`src/rtl/eip_pkg.sv`:
```
`timescale 1ns / 1ps
package eip_pkg;
	localparam int MAX_FRAME_BYTES_DEF = 2048;

	localparam logic [3:0] ERR_OK        = 4'd0;
	localparam logic [3:0] ERR_ETH_SHORT = 4'd1;
	localparam logic [3:0] ERR_VLAN      = 4'd2;
	localparam logic [3:0] ERR_IP4_SHORT = 4'd3;
	localparam logic [3:0] ERR_IHL       = 4'd4;
	localparam logic [3:0] ERR_IP4_TRUNC = 4'd5;
	localparam logic [3:0] ERR_TOT       = 4'd6;
	localparam logic [3:0] ERR_TCP_SHORT = 4'd7;
	localparam logic [3:0] ERR_TCP_OFF   = 4'd8;
	localparam logic [3:0] ERR_UDP_SHORT = 4'd9;
	localparam logic [3:0] ERR_UDP_LEN   = 4'd10;
	localparam logic [3:0] ERR_ETYPE     = 4'd11;
	localparam logic [3:0] ERR_TOO_LONG  = 4'd12;

	localparam logic [0:0] REG_VLAN = 1'd0;
	localparam logic [0:0] REG_FRAG = 1'd1;

	typedef enum logic [2:0] {
		PH_ETH, PH_VLAN, PH_IPV4, PH_IPV6, PH_OTHER
	} phase_t;

	// Length, offsets, phase and IP/L4 header fields captured from one frame, handed to the finishing logic.
	typedef struct packed {
		logic [15:0] len;
		logic [15:0] l3_off;
		phase_t      phase;
		logic [5:0]  ihl;
		logic [15:0] tot;
		logic [15:0] frag;
		logic [7:0]  proto;
		logic [3:0]  ver;
		logic        too_long;
		logic [15:0] l4len;
	} frame_sum_t;

	typedef struct packed {
		logic [3:0]  err;
		logic [1:0]  l3;
		logic [1:0]  l4;
		logic        frag;
		logic        elig;
		logic [11:0] pstart;
		logic [11:0] plen;
	} verdict_t;
endpackage

```
`src/rtl/eip_finish.sv`:
```
`timescale 1ns / 1ps
module eip_finish (
	input  eip_pkg::frame_sum_t sum,
	input  logic                skip_frag,
	output eip_pkg::verdict_t   res
);
	logic [16:0] len, o, l4s, ipend, thl, po6;
	logic [16:0] ul;
	logic [3:0]  err_code;

	always_comb begin
		len   = {1'b0, sum.len};
		o     = {1'b0, sum.l3_off};
		l4s   = o + {11'd0, sum.ihl};
		ipend = o + {1'b0, sum.tot};
		thl   = {11'd0, sum.l4len[7:4], 2'b00};
		ul    = {1'b0, sum.l4len};
		po6   = o + 17'd40 + thl;
		res   = '0;
		res.elig = 1'b1;
		if (sum.too_long) res.err = eip_pkg::ERR_TOO_LONG;
		else begin
			case (sum.phase)
				eip_pkg::PH_ETH:   res.err = eip_pkg::ERR_ETH_SHORT;
				eip_pkg::PH_VLAN:  res.err = eip_pkg::ERR_VLAN;
				eip_pkg::PH_IPV4: begin
					if (len < o + 17'd20 || sum.ver != 4'd4) res.err = eip_pkg::ERR_IP4_SHORT;
					else if (sum.ihl < 6'd20) res.err = eip_pkg::ERR_IHL;
					else if (l4s > len) res.err = eip_pkg::ERR_IP4_TRUNC;
					else if (sum.tot < {10'd0, sum.ihl}) res.err = eip_pkg::ERR_TOT;
					else if (ipend > len) res.err = eip_pkg::ERR_IP4_TRUNC;
					else begin
						res.l3 = 2'd1;
						if (sum.frag[13:0] != 14'd0) begin
							res.frag = 1'b1;
							res.elig = !skip_frag;
						end
						if (sum.proto == 8'd6) begin
							if (l4s + 17'd20 > ipend) res.err = eip_pkg::ERR_TCP_SHORT;
							else if (thl < 17'd20) res.err = eip_pkg::ERR_TCP_OFF;
							else if (l4s + thl > ipend) res.err = eip_pkg::ERR_TCP_SHORT;
							else begin
								res.l4 = 2'd1;
								res.pstart = 12'(l4s + thl);
								res.plen = 12'(ipend - l4s - thl);
							end
						end else if (sum.proto == 8'd17) begin
							if (l4s + 17'd8 > ipend) res.err = eip_pkg::ERR_UDP_SHORT;
							else if (ul < 17'd8) res.err = eip_pkg::ERR_UDP_LEN;
							else if (l4s + ul > ipend) res.err = eip_pkg::ERR_UDP_LEN;
							else begin
								res.l4 = 2'd2;
								res.pstart = 12'(l4s + 17'd8);
								res.plen = 12'(ul - 17'd8);
							end
						end
					end
				end
				eip_pkg::PH_IPV6: begin
					if (len < o + 17'd40) res.err = eip_pkg::ERR_ETH_SHORT;
					else begin
						res.l3 = 2'd2;
						if (sum.proto == 8'd6 && len >= o + 17'd60) begin
							res.l4 = 2'd1;
							if (po6 <= len) begin
								res.pstart = 12'(po6);
								res.plen = 12'(len - po6);
							end
						end else if (sum.proto == 8'd17 && len >= o + 17'd48) begin
							res.l4 = 2'd2;
							res.pstart = 12'(o + 17'd48);
							res.plen = 12'(len - o - 17'd48);
						end
					end
				end
				default: res.err = eip_pkg::ERR_ETYPE;
			endcase
		end
		err_code = res.err;
		if (err_code != eip_pkg::ERR_OK) begin
			res = '0;
			res.err = err_code;
		end
	end
endmodule

```
`src/rtl/eth_ip_l4_header_parser_core.sv`:
```
`timescale 1ns / 1ps
// Channel | Dir | Handshake     | Word
// in      | in  | valid / stall | data_byte, last_byte
// out     | out | valid / stall | error_code .. last_word
// cfg     | in  | valid / ready | cfg_index, cfg_data
// One byte is taken per cycle unless in_stall holds it; captures update as each byte passes.
// The last byte registers a frame summary; checks run in the next cycle
// and five words (or one error word) leave from a result queue of depth 5.
// A new frame may start while that queue drains; the input stalls only when
// a last byte would overrun a pending summary or words still queued.
// arst_n clears control state and the configuration to its reset values.
module eth_ip_l4_header_parser_core #(
	parameter int MAX_FRAME_BYTES = eip_pkg::MAX_FRAME_BYTES_DEF
) (
	input  logic        clk,
	input  logic        arst_n,
	input  logic        in_valid,
	output logic        in_stall,
	input  logic [7:0]  data_byte,
	input  logic        last_byte,
	output logic        out_valid,
	input  logic        out_stall,
	output logic [3:0]  error_code,
	output logic [1:0]  l3_kind,
	output logic [1:0]  l4_kind,
	output logic        fragmented,
	output logic        inspect_ok,
	output logic [7:0]  tcp_flag_bits,
	output logic [15:0] source_port,
	output logic [15:0] destination_port,
	output logic [11:0] payload_offset,
	output logic [11:0] payload_bytes,
	output logic [63:0] word_value,
	output logic        last_word,
	input  logic        cfg_valid,
	output logic        cfg_ready,
	input  logic        cfg_index,
	input  logic        cfg_data
);
	localparam int CW = $clog2(MAX_FRAME_BYTES + 1);

	logic vlan_en_q, skip_frag_q;
	logic [CW-1:0] cnt_q;
	eip_pkg::phase_t phase_q;
	logic [15:0] etype_q, l3off_q, tot_q, fragw_q, l4len_q;
	logic [5:0]  ihl_q;
	logic [3:0]  ver_q;
	logic [7:0]  proto_q, flags_q;
	logic [63:0] src_q [2], dst_q [2];
	logic [15:0] port_q [2];
	logic [63:0] seq_q;
	logic        tl_q;

	// Finished frame, held in the register ahead of the output queue.
	logic        v_s1;
	eip_pkg::frame_sum_t sum_s1;
	logic [63:0] src_s1 [2], dst_s1 [2], seq_s1;
	logic [15:0] port_s1 [2];
	logic [7:0]  flags_s1;

	eip_pkg::verdict_t vd;
	logic [2:0] left_q, idx_q;
	eip_pkg::verdict_t vd_q;
	logic [63:0] w_q [5];
	logic [15:0] sp_q, dp_q;
	logic [7:0]  tf_q;

	logic acc, fin, take;
	assign cfg_ready = 1'b1;
	assign take = out_valid && !out_stall;
	// Hold off a last byte while a summary, more than one word, or an untaken last word is pending.
	assign in_stall = last_byte && (v_s1 || (left_q > 3'd1) || (left_q == 3'd1 && !take));
	assign acc = in_valid && !in_stall;
	assign fin = acc && last_byte;

	eip_pkg::frame_sum_t cur;
	logic [15:0] c16, r;
	logic [CW:0] cnt_ext;
	logic [4:0] q;
	logic l4_hit;

	// Next-state of the capture registers for the current byte.
	logic [15:0] n_etype, n_l3off, n_tot, n_fragw, n_l4len;
	logic [5:0]  n_ihl;
	logic [3:0]  n_ver;
	logic [7:0]  n_proto, n_flags;
	logic [63:0] n_src [2], n_dst [2], n_seq;
	logic [15:0] n_port [2];
	eip_pkg::phase_t n_phase;
	logic n_tl;
	logic [CW-1:0] n_cnt;

	function automatic eip_pkg::phase_t pick(input logic [15:0] et, input logic ven);
		if (ven && (et == 16'h8100 || et == 16'h88A8)) return eip_pkg::PH_VLAN;
		else if (et == 16'h0800) return eip_pkg::PH_IPV4;
		else if (et == 16'h86DD) return eip_pkg::PH_IPV6;
		return eip_pkg::PH_OTHER;
	endfunction

	always_comb begin
		cnt_ext = {1'b0, cnt_q};
		c16 = 16'(cnt_q);
		r = c16 - l3off_q;
		n_etype = etype_q; n_l3off = l3off_q; n_tot = tot_q; n_fragw = fragw_q;
		n_l4len = l4len_q; n_ihl = ihl_q; n_ver = ver_q; n_proto = proto_q;
		n_flags = flags_q; n_src = src_q; n_dst = dst_q; n_seq = seq_q;
		n_port = port_q; n_phase = phase_q; n_tl = tl_q; n_cnt = cnt_q;
		q = '0; l4_hit = 1'b0;
		if (cnt_ext >= (CW+1)'(MAX_FRAME_BYTES)) n_tl = 1'b1;
		else begin
			n_cnt = cnt_q + 1'b1;
			case (phase_q)
				eip_pkg::PH_ETH: begin
					if (c16 == 16'd12 || c16 == 16'd13) n_etype = {etype_q[7:0], data_byte};
					if (c16 == 16'd13) n_phase = pick({etype_q[7:0], data_byte}, vlan_en_q);
				end
				eip_pkg::PH_VLAN: begin
					if (r == 16'd2 || r == 16'd3) n_etype = {etype_q[7:0], data_byte};
					if (r == 16'd3) begin
						n_l3off = l3off_q + 16'd4;
						n_phase = pick({etype_q[7:0], data_byte}, vlan_en_q);
					end
				end
				eip_pkg::PH_IPV4: begin
					if (r == 16'd0) begin
						n_ver = data_byte[7:4];
						n_ihl = {data_byte[3:0], 2'b00};
					end else if (r == 16'd2 || r == 16'd3) n_tot = {tot_q[7:0], data_byte};
					else if (r == 16'd6 || r == 16'd7) n_fragw = {fragw_q[7:0], data_byte};
					else if (r == 16'd9) n_proto = data_byte;
					else if (r >= 16'd12 && r < 16'd16)
						n_src[1] = {32'd0, src_q[1][23:0], data_byte};
					else if (r >= 16'd16 && r < 16'd20)
						n_dst[1] = {32'd0, dst_q[1][23:0], data_byte};
					if (ihl_q >= 6'd20 && r >= {10'd0, ihl_q} && r - {10'd0, ihl_q} < 16'd20) begin
						l4_hit = 1'b1;
						q = 5'(r - {10'd0, ihl_q});
					end
				end
				eip_pkg::PH_IPV6: begin
					if (r == 16'd6) n_proto = data_byte;
					else if (r >= 16'd8 && r < 16'd16) n_src[0] = {src_q[0][55:0], data_byte};
					else if (r >= 16'd16 && r < 16'd24) n_src[1] = {src_q[1][55:0], data_byte};
					else if (r >= 16'd24 && r < 16'd32) n_dst[0] = {dst_q[0][55:0], data_byte};
					else if (r >= 16'd32 && r < 16'd40) n_dst[1] = {dst_q[1][55:0], data_byte};
					else if (r >= 16'd40 && r < 16'd60) begin
						l4_hit = 1'b1;
						q = 5'(r - 16'd40);
					end
				end
				default: ;
			endcase
			if (l4_hit) begin
				if (q < 5'd2) n_port[0] = {port_q[0][7:0], data_byte};
				else if (q < 5'd4) n_port[1] = {port_q[1][7:0], data_byte};
				else if (q < 5'd12) n_seq = {seq_q[55:0], data_byte};
				if ((q == 5'd4 || q == 5'd5) && proto_q == 8'd17) n_l4len = {l4len_q[7:0], data_byte};
				if (q == 5'd12 && proto_q == 8'd6) n_l4len = {8'd0, data_byte};
				if (q == 5'd13) n_flags = data_byte;
			end
		end
		cur.len = 16'(n_cnt); cur.l3_off = n_l3off; cur.phase = n_phase; cur.ihl = n_ihl;
		cur.tot = n_tot; cur.frag = n_fragw; cur.proto = n_proto; cur.ver = n_ver;
		cur.too_long = n_tl; cur.l4len = n_l4len;
	end

	always_ff @(posedge clk or negedge arst_n) begin
		if (!arst_n) begin
			vlan_en_q <= 1'b1; skip_frag_q <= 1'b0;
			cnt_q <= '0; phase_q <= eip_pkg::PH_ETH; etype_q <= '0; l3off_q <= 16'd14;
			tot_q <= '0; fragw_q <= '0; l4len_q <= '0; ihl_q <= '0; ver_q <= '0;
			proto_q <= '0; flags_q <= '0; seq_q <= '0; tl_q <= 1'b0;
			src_q <= '{default: '0}; dst_q <= '{default: '0}; port_q <= '{default: '0};
			v_s1 <= 1'b0;
		end else begin
			if (cfg_valid) begin
				if (cfg_index == eip_pkg::REG_VLAN) vlan_en_q <= cfg_data;
				else skip_frag_q <= cfg_data;
			end
			v_s1 <= fin;
			if (fin) begin
				cnt_q <= '0; phase_q <= eip_pkg::PH_ETH; etype_q <= '0; l3off_q <= 16'd14;
				tot_q <= '0; fragw_q <= '0; l4len_q <= '0; ihl_q <= '0; ver_q <= '0;
				proto_q <= '0; flags_q <= '0; seq_q <= '0; tl_q <= 1'b0;
				src_q <= '{default: '0}; dst_q <= '{default: '0}; port_q <= '{default: '0};
			end else if (acc) begin
				cnt_q <= n_cnt; phase_q <= n_phase; etype_q <= n_etype; l3off_q <= n_l3off;
				tot_q <= n_tot; fragw_q <= n_fragw; l4len_q <= n_l4len; ihl_q <= n_ihl;
				ver_q <= n_ver; proto_q <= n_proto; flags_q <= n_flags; seq_q <= n_seq;
				tl_q <= n_tl; src_q <= n_src; dst_q <= n_dst; port_q <= n_port;
			end
		end
	end

	always_ff @(posedge clk) begin
		if (fin) begin
			sum_s1 <= cur; src_s1 <= n_src; dst_s1 <= n_dst; seq_s1 <= n_seq;
			port_s1 <= n_port; flags_s1 <= n_flags;
		end
	end

	eip_finish u_finish (.sum(sum_s1), .skip_frag(skip_frag_q), .res(vd));

	always_ff @(posedge clk or negedge arst_n) begin
		if (!arst_n) begin
			left_q <= '0; idx_q <= '0;
		end else if (v_s1) begin
			left_q <= (vd.err != eip_pkg::ERR_OK) ? 3'd1 : 3'd5;
			idx_q <= (vd.err != eip_pkg::ERR_OK) ? 3'd4 : 3'd0;
		end else if (take) begin
			left_q <= left_q - 3'd1;
			idx_q <= idx_q + 3'd1;
		end
	end

	logic tcp4;
	assign tcp4 = vd.l3 == 2'd1 && vd.l4 == 2'd1;
	always_ff @(posedge clk) begin
		if (v_s1) begin
			vd_q <= vd;
			w_q[0] <= src_s1[0]; w_q[1] <= src_s1[1];
			w_q[2] <= dst_s1[0]; w_q[3] <= dst_s1[1];
			w_q[4] <= (vd.err != eip_pkg::ERR_OK || !tcp4) ? 64'd0 : seq_s1;
			tf_q <= tcp4 ? flags_s1 : 8'd0;
			sp_q <= (vd.l4 != 2'd0) ? port_s1[0] : 16'd0;
			dp_q <= (vd.l4 != 2'd0) ? port_s1[1] : 16'd0;
		end
	end

	assign out_valid = left_q != 3'd0;
	assign error_code = vd_q.err;
	assign l3_kind = vd_q.l3;
	assign l4_kind = vd_q.l4;
	assign fragmented = vd_q.frag;
	assign inspect_ok = vd_q.elig;
	assign tcp_flag_bits = tf_q;
	assign source_port = sp_q;
	assign destination_port = dp_q;
	assign payload_offset = vd_q.pstart;
	assign payload_bytes = vd_q.plen;
	assign word_value = w_q[idx_q];
	assign last_word = idx_q == 3'd4;
endmodule

```
`config.mk`:
```
export PLATFORM = sky130hd
export DESIGN_NAME = eth_ip_l4_header_parser_core
export DESIGN_NICKNAME = d
export VERILOG_FILES = /design/src/rtl/eip_pkg.sv /design/src/rtl/eip_finish.sv /design/src/rtl/eth_ip_l4_header_parser_core.sv
export SDC_FILE = /design/constraint.sdc
export NUM_CORES = 2
export LEC_CHECK = 0
export BUFFER_PORTS_ARGS = -buffer_cell sky130_fd_sc_hd__buf_2
export CAP_MARGIN = 0
export CORE_ASPECT_RATIO = 0.75
export CORE_UTILIZATION = 63
export CTS_CLUSTER_SIZE = 8
export DETAILED_ROUTE_END_ITERATION = 16
export HOLD_SLACK_MARGIN = 0.08
export PLACE_DENSITY = 0.86
export SYNTH_ARGS = -nofsm -noshare
export SYNTH_HDL_FRONTEND = slang
export SYNTH_SLANG_ARGS = --single-unit
```
`constraint.sdc`:
```
create_clock -name clk -period 27.3 [get_ports clk]
set_input_delay 6.825 -clock clk [delete_from_list [all_inputs] [get_ports clk]]
set_output_delay 6.825 -clock clk [all_outputs]
set_load 0.05 [all_outputs]
```
Yosys cells after proc, flatten, opt, wreduce, memory -nomap -nowiden:

Memories as Yosys holds them, arrays and structs flattened.
Cells that the tools add are included.

* bits in registers: 1005
* RAM bits: 320
* output and inout port bits: 142
* logic and storage cells: 399
* memories kept: 1

Memory list
* w_q: words 5, width 64, read ports 1, clocked after memory_dff 0, write ports 5, RTL line eth_ip_l4_header_parser_core.sv:64 `logic [63:0] w_q [5];`

* $add $sub $neg: 24
* order comparisons: 35
* eq/ne operators: 33
* muxes and demuxes: 202
* bitwise operators: 2
* reductions and logical operators: 50

Operator list (count)
* 2-to-1 mux 64 bit: 27
* 2-to-1 mux 128 bit: 10
* 2-to-1 mux 16 bit: 27
* 2-to-1 mux 24 bit: 12
* case mux 64 bit (2 select lines): 2
* 2-to-1 mux 30 bit: 6
* 2-to-1 mux 8 bit: 18
* 2-to-1 mux 32 bit: 4
* 2-to-1 mux 4 bit: 19
* > comparator 17 bit: 4
* < comparator 16 x 5 -> 1 bit (second input constant): 4
* adder 16 x 6 -> 17 bit (second input constant): 3
* 2-to-1 mux 3 bit: 17
* equality test 16 bit (second input constant): 3
* < comparator 16 x 6 -> 1 bit (second input constant): 3
* case mux 24 bit (2 select lines): 1
* 2-to-1 mux 5 bit: 8
* 2-to-1 mux 12 bit: 3
* subtractor 12 bit: 3
* adder 17 x 6 -> 17 bit: 2
* greater-or-equal comparator 12 x 17 -> 1 bit: 2
* > comparator 17 x 12 -> 1 bit: 2
* < comparator 12 x 17 -> 1 bit: 2
* equality test 16 x 2 -> 1 bit (second input constant): 2
* 69 further kinds: 162

Depth between registers and ports, before layout:

* depth after elaboration: 22
* mapped depth: 30
* mapped depth without buffers: 27

Modules after synthesis:

Synthesis repeated with hierarchy kept, for this count alone.

* cell total of the unflattened synthesis: 5071
* area total of the unflattened synthesis: 64968.6 um2

By module, submodules not included
* eth_ip_l4_header_parser_core: instances 1, cells each 3612, area an instance 54302.1 um2
* eip_finish: instances 1, cells each 1459, area an instance 10666.5 um2

Least setup slack after synthesis:

Ideal clock, no wire load.

* path type: input-to-reg
* start: in out_stall
* end: reg v_s1
* library setup time: 1.483 ns
* arrival time: 20.654 ns
* required time: 25.817 ns
* path slack: 5.163 ns
* stages on the path: 8
* path buffers: 3
* cell sequence: nor2b_1 clkbuf_1 a21oi_1 o31ai_1 nand2_1 clkbuf_1 nor2_1 clkbuf_1

* cells in the longest elaborated chain, start to end: 9

Ends and longest elaborated chain
* start: declaration: RTL line eth_ip_l4_header_parser_core.sv:22 `input logic out_stall,`
* logical NOT 1 bit: RTL line eth_ip_l4_header_parser_core.sv:70 `assign take = out_valid && !out_stall;`
* logical AND 1 bit: RTL line eth_ip_l4_header_parser_core.sv:70
* logical NOT 1 bit: RTL line eth_ip_l4_header_parser_core.sv:72 `assign in_stall = last_byte && (v_s1 || (left_q > 3'd1) || (left_q == 3'd1 && !take));`
* logical AND 1 bit: RTL line eth_ip_l4_header_parser_core.sv:72
* logical OR 1 bit: RTL line eth_ip_l4_header_parser_core.sv:72
* logical AND 1 bit: RTL line eth_ip_l4_header_parser_core.sv:72
* logical NOT 1 bit: RTL line eth_ip_l4_header_parser_core.sv:73 `assign acc = in_valid && !in_stall;`
* logical AND 1 bit: RTL line eth_ip_l4_header_parser_core.sv:73
* logical AND 1 bit: RTL line eth_ip_l4_header_parser_core.sv:74 `assign fin = acc && last_byte;`
* named net fin: RTL line eth_ip_l4_header_parser_core.sv:68 `logic acc, fin, take;`
* end signal: assignment: RTL line eth_ip_l4_header_parser_core.sv:180 `v_s1 <= fin;`
* end: declaration: RTL line eth_ip_l4_header_parser_core.sv:55 `logic v_s1;`

The timed path passes the listed nets, and every way through them passes these cells.
A chain may end at the register's enable or synchronous reset.

Final worst setup path:

* start: in out_stall
* end: out in_stall

* cells in the longest elaborated chain, start to end: 6

Ends and longest elaborated chain
* logical NOT 1 bit: RTL line eth_ip_l4_header_parser_core.sv:70
* logical AND 1 bit: RTL line eth_ip_l4_header_parser_core.sv:70
* logical NOT 1 bit: RTL line eth_ip_l4_header_parser_core.sv:72
* logical AND 1 bit: RTL line eth_ip_l4_header_parser_core.sv:72
* logical OR 1 bit: RTL line eth_ip_l4_header_parser_core.sv:72
* logical AND 1 bit: RTL line eth_ip_l4_header_parser_core.sv:72
* end: declaration: RTL line eth_ip_l4_header_parser_core.sv:18 `output logic in_stall,`

No other way between the ends.

==> flow_metrics.env <==
export IMPL_clock_tree_htree_level_count=4
export IMPL_clock_sinks=1321
export IMPL_cts_repair_resized=0
export IMPL_grt_max_degree=154
export IMPL_firstDrtPassIters=9
export IMPL_clock_root_buffer="clkbuf_16"
export IMPL_multi_input_comb_area_um2=23900
export IMPL_post_route_drc_count=0
export IMPL_gp_congestion=1.03
export IMPL_synth_compound_area_frac=0.113
export IMPL_synth_seq_cells=1321
export IMPL_grt_setup_unrepaired="no"
export IMPL_synth_edff_count=849
export IMPL_post_drt_wl_per_cell_um=29.4
export IMPL_worst_slew_pin_slew_ns=1.22
export IMPL_hpwlAfterDp_um=113000
export IMPL_total_power_uw=5520
export IMPL_dieHeight_um=275
export IMPL_grtUsageTotal=0.369
export IMPL_timing_max_transition_violations_final=0
export IMPL_antenna_found_initial=2
export IMPL_vdd_drop_max_mv=0.0734
export IMPL_fmax_mhz=63.3
export IMPL_post_cts_repair_setup_buffers=0
export IMPL_yosys_area_top_type_share=0.406
export IMPL_yosys_top_cells_area="edfxtp_1, dfrtp_1, mux2_2"
export IMPL_die_width_um=366
export IMPL_drt_vias_per_instance=6.88
export IMPL_detail_route_antenna_nets=0
export IMPL_mappedNetlistArea_um2=62700
export IMPL_worstSetupPathType="input port to primary output"
export IMPL_dr_first_iter_drc_count=6677
export IMPL_distinct_cell_type_count_after_synthesis=96
export IMPL_grt_first_pass_wirelength_um=276000
export IMPL_dr_total_vias=43800
export IMPL_num_rows=99
export IMPL_final_min_period_over_clock_period=0.578
export IMPL_critical_path_startpoint_type="input port"
export IMPL_finalCriticalPeriod_ns=15.79
export IMPL_worstPathMaxFanout=8
export IMPL_post_route_cells_drive_above_1_share=0.187
export IMPL_worst_setup_path_end_kind="primary output"
export IMPL_clkSlewWorstSetupHoldPaths_ns=0.06
export IMPL_ff_latch_area_um2=37300
export IMPL_max_cap_violations=0
export IMPL_synthesis_instances=4720
export IMPL_combinational_family_with_the_most_area_after_synthesis="compound AO/OA/AOI/OAI gates"
export IMPL_numPortBuffers=156
export IMPL_hold_path_class="flip-flop to flip-flop"
export IMPL_core_area_um2=98000
export IMPL_power_static_leakage_uw=0.0294
export IMPL_final_nets=5207
export IMPL_cts_hold_repair_buffers=0
export IMPL_fill_cells=5900
export IMPL_synth_fa_ha_area_frac=0.0603
export IMPL_syn_avg_cell_area_um2=13.3
export IMPL_tritoncts="yes"
export IMPL_critical_path_at_ns=8.96
export IMPL_required_time_of_the_worst_setup_path_ns=20.48
export IMPL_worst_clock_skew_ns=0.0426
export IMPL_final_hold_viol_count=0
export IMPL_final_setup_tns_ns=0
export IMPL_number_of_global_route_vias_before_repair=43200
export IMPL_io_pin_count=158
export IMPL_synth_simple_area_share=0.0844
export IMPL_synth_xor_xnor_area_share=0.0265
export IMPL_die_area_um2=101000
export IMPL_relSlewSlack=0.185
export IMPL_ys_seq_area_frac=0.595
export IMPL_ys_warnings_count=0
export IMPL_insertion_delay_ns=0.81
export IMPL_ctsLongestPathBuffers=3
export IMPL_timing_final_setup_violations=0
export IMPL_start_util=0.640
export IMPL_yosys_mux_area_fraction=0.0949
export IMPL_power_per_cell_area_nw_per_um2=78.4
export IMPL_ys_dominant_reg_cell="edfxtp_1"
export IMPL_area_growth_syn_to_layout_pct=12.2
export IMPL_detail_route_wirelength_um=187000
export IMPL_netlist_top_cell_by_area="edfxtp_1"
export IMPL_synth_async_sr_flop_share=0.357
export IMPL_status="finished clean"
export IMPL_tritoncts_num_buffers=184
export IMPL_grt_ovfl_total=0
## worst max-delay path, stage by stage
cell and delay (ns):
buf_2 0.11, nor2b_1 0.67, a21oi_1 0.19, o31ai_1 0.69, inv_1 0.19, buf_2 0.27
## power by group
group          internal [uW]  total, uW  switching, uW  leakage [uW]
Clock                   1280       2160            883       0.00258
Combinational            347       1050            705        0.0120
Sequential              2220       2300           79.0        0.0148
Total                   3850       5520           1670        0.0294
## layout make-up
| type | count | area share |
|---|---|---|
| inverters | 184 | 0.00981 |
| clock inverters | 17 | 0.00425 |
| well taps | 1313 | 0.0233 |
| clock buffers | 323 | 0.0733 |
| repair buffers | 230 | 0.0195 |
| diodes | 2 | 0.0000711 |
| flip-flops and latches | 1321 | 0.530 |
| multi-input cells | 2979 | 0.340 |
## placed cells by master (no fill, tap or decap), types with 18 or more instances in the layout
cell type | Yosys | routed
edfxtp_1 | 849 | 849
dfrtp_1 | 468 | 464
nand2_1 | 405 | 402
mux2_2 | 376 | 376
a22o_1 | 357 | 357
ha_1 | 275 | 275
clkbuf_16 | 0 | 185
inv_1 | 184 | 184
buf_2 | 30 | 155
nor2_1 | 160 | 154
o21ai_0 | 150 | 150
a21oi_1 | 139 | 139
clkbuf_1 | 187 | 137
xnor2_1 | 132 | 132
and2_1 | 122 | 122
a21o_1 | 83 | 80
nand3_1 | 75 | 75
buf_4 | 5 | 72
mux4_2 | 64 | 64
xor2_1 | 56 | 56
nor2b_1 | 56 | 56
o21a_1 | 43 | 43
nor3_1 | 43 | 42
nand4_1 | 39 | 39
nor4_1 | 33 | 31
and3_1 | 25 | 25
nand2b_1 | 23 | 23
or2_2 | 18 | 18
mux2i_1 | 18 | 18
## state kept, by name, summed over array words and instances (netlist names), 12 cells and up
name,cells
dst_s1,128
source_port,16
port_q,32
cnt_q,12
fragw_q,14
seq_s1,64
l4len_q,16
tot_q,16
l3off_q,15
seq_q,64
src_q,128
port_s1,32
dst_q,128
sum_s1,95
payload_offset,12
payload_bytes,12
src_s1,128
destination_port,16
w_q,320
## logic make-up after synthesis
family / Yosys count
AOI/OAI and AO/OA: 957
buffers and inverters: 423
other: 1
and+or+nand+nor: 1069
adders and majority gates: 293
muxes: 467
xor gates and xnor gates: 189
DFF: 1321
## per-layer routing
metal	global-route usage	vias to the layer above	wire, um	share of wire
met3	0.130	443	28800	0.15
met5	0	-	30	0.00016
li1	-	18000	-	-
met2	0.528	3643	79800	0.43
met1	0.530	21700	73000	0.39
met4	0.123	4	5560	0.030
## final timing paths
path,from,to,slack (ns),cells after the start
max,out_stall,in_stall,11.51,6
min,src_s1[89]$_DFFE_PP_,w_q[0][25]$_DFFE_PP_,0.41,0
max reg2reg,sum_s1[72]$_DFFE_PP_,w_q[4][57]$_SDFFCE_PP0P_,17.66,29
min reg2reg,src_s1[89]$_DFFE_PP_,w_q[0][25]$_DFFE_PP_,0.41,0
max in group asynchronous,arst_n,idx_q[1]$_DFFE_PN0P_,18.01,4
min in group asynchronous,arst_n,src_q[117]$_DFFE_PN0P_,6.13,1
## synth_stat cells (all sizes together), types with 23 or more instances
cell type  count
a21oi        139
edfxtp       849
a21o          83
buf           52
o21a          43
inv          184
clkbuf       187
nor2         161
xnor2        133
nand3         75
and3          25
nor4          35
ha           275
mux4          64
a22o         357
and2         122
o21ai        156
nand4         39
xor2          56
nand2b        23
nor2b         56
mux2         385
nand2        406
dfrtp        468
nor3          47
## per-stage QoR
stage                     std cells   util  worst slack, ns  hold WS (ns)  instance area [um2]
final                          6369  0.718            11.51         0.406                70400
after global placement         6027  0.663            11.87         0.401                64900
after global routing           6368  0.718            11.42         0.408                70400
after floorplan                4723      -             5.16         0.400                62800
after CTS                      6367  0.718            11.54         0.403                70400
after detailed placement       6027  0.663            11.74         0.405                64900
Note: power is estimated with default switching activity, not from simulation.
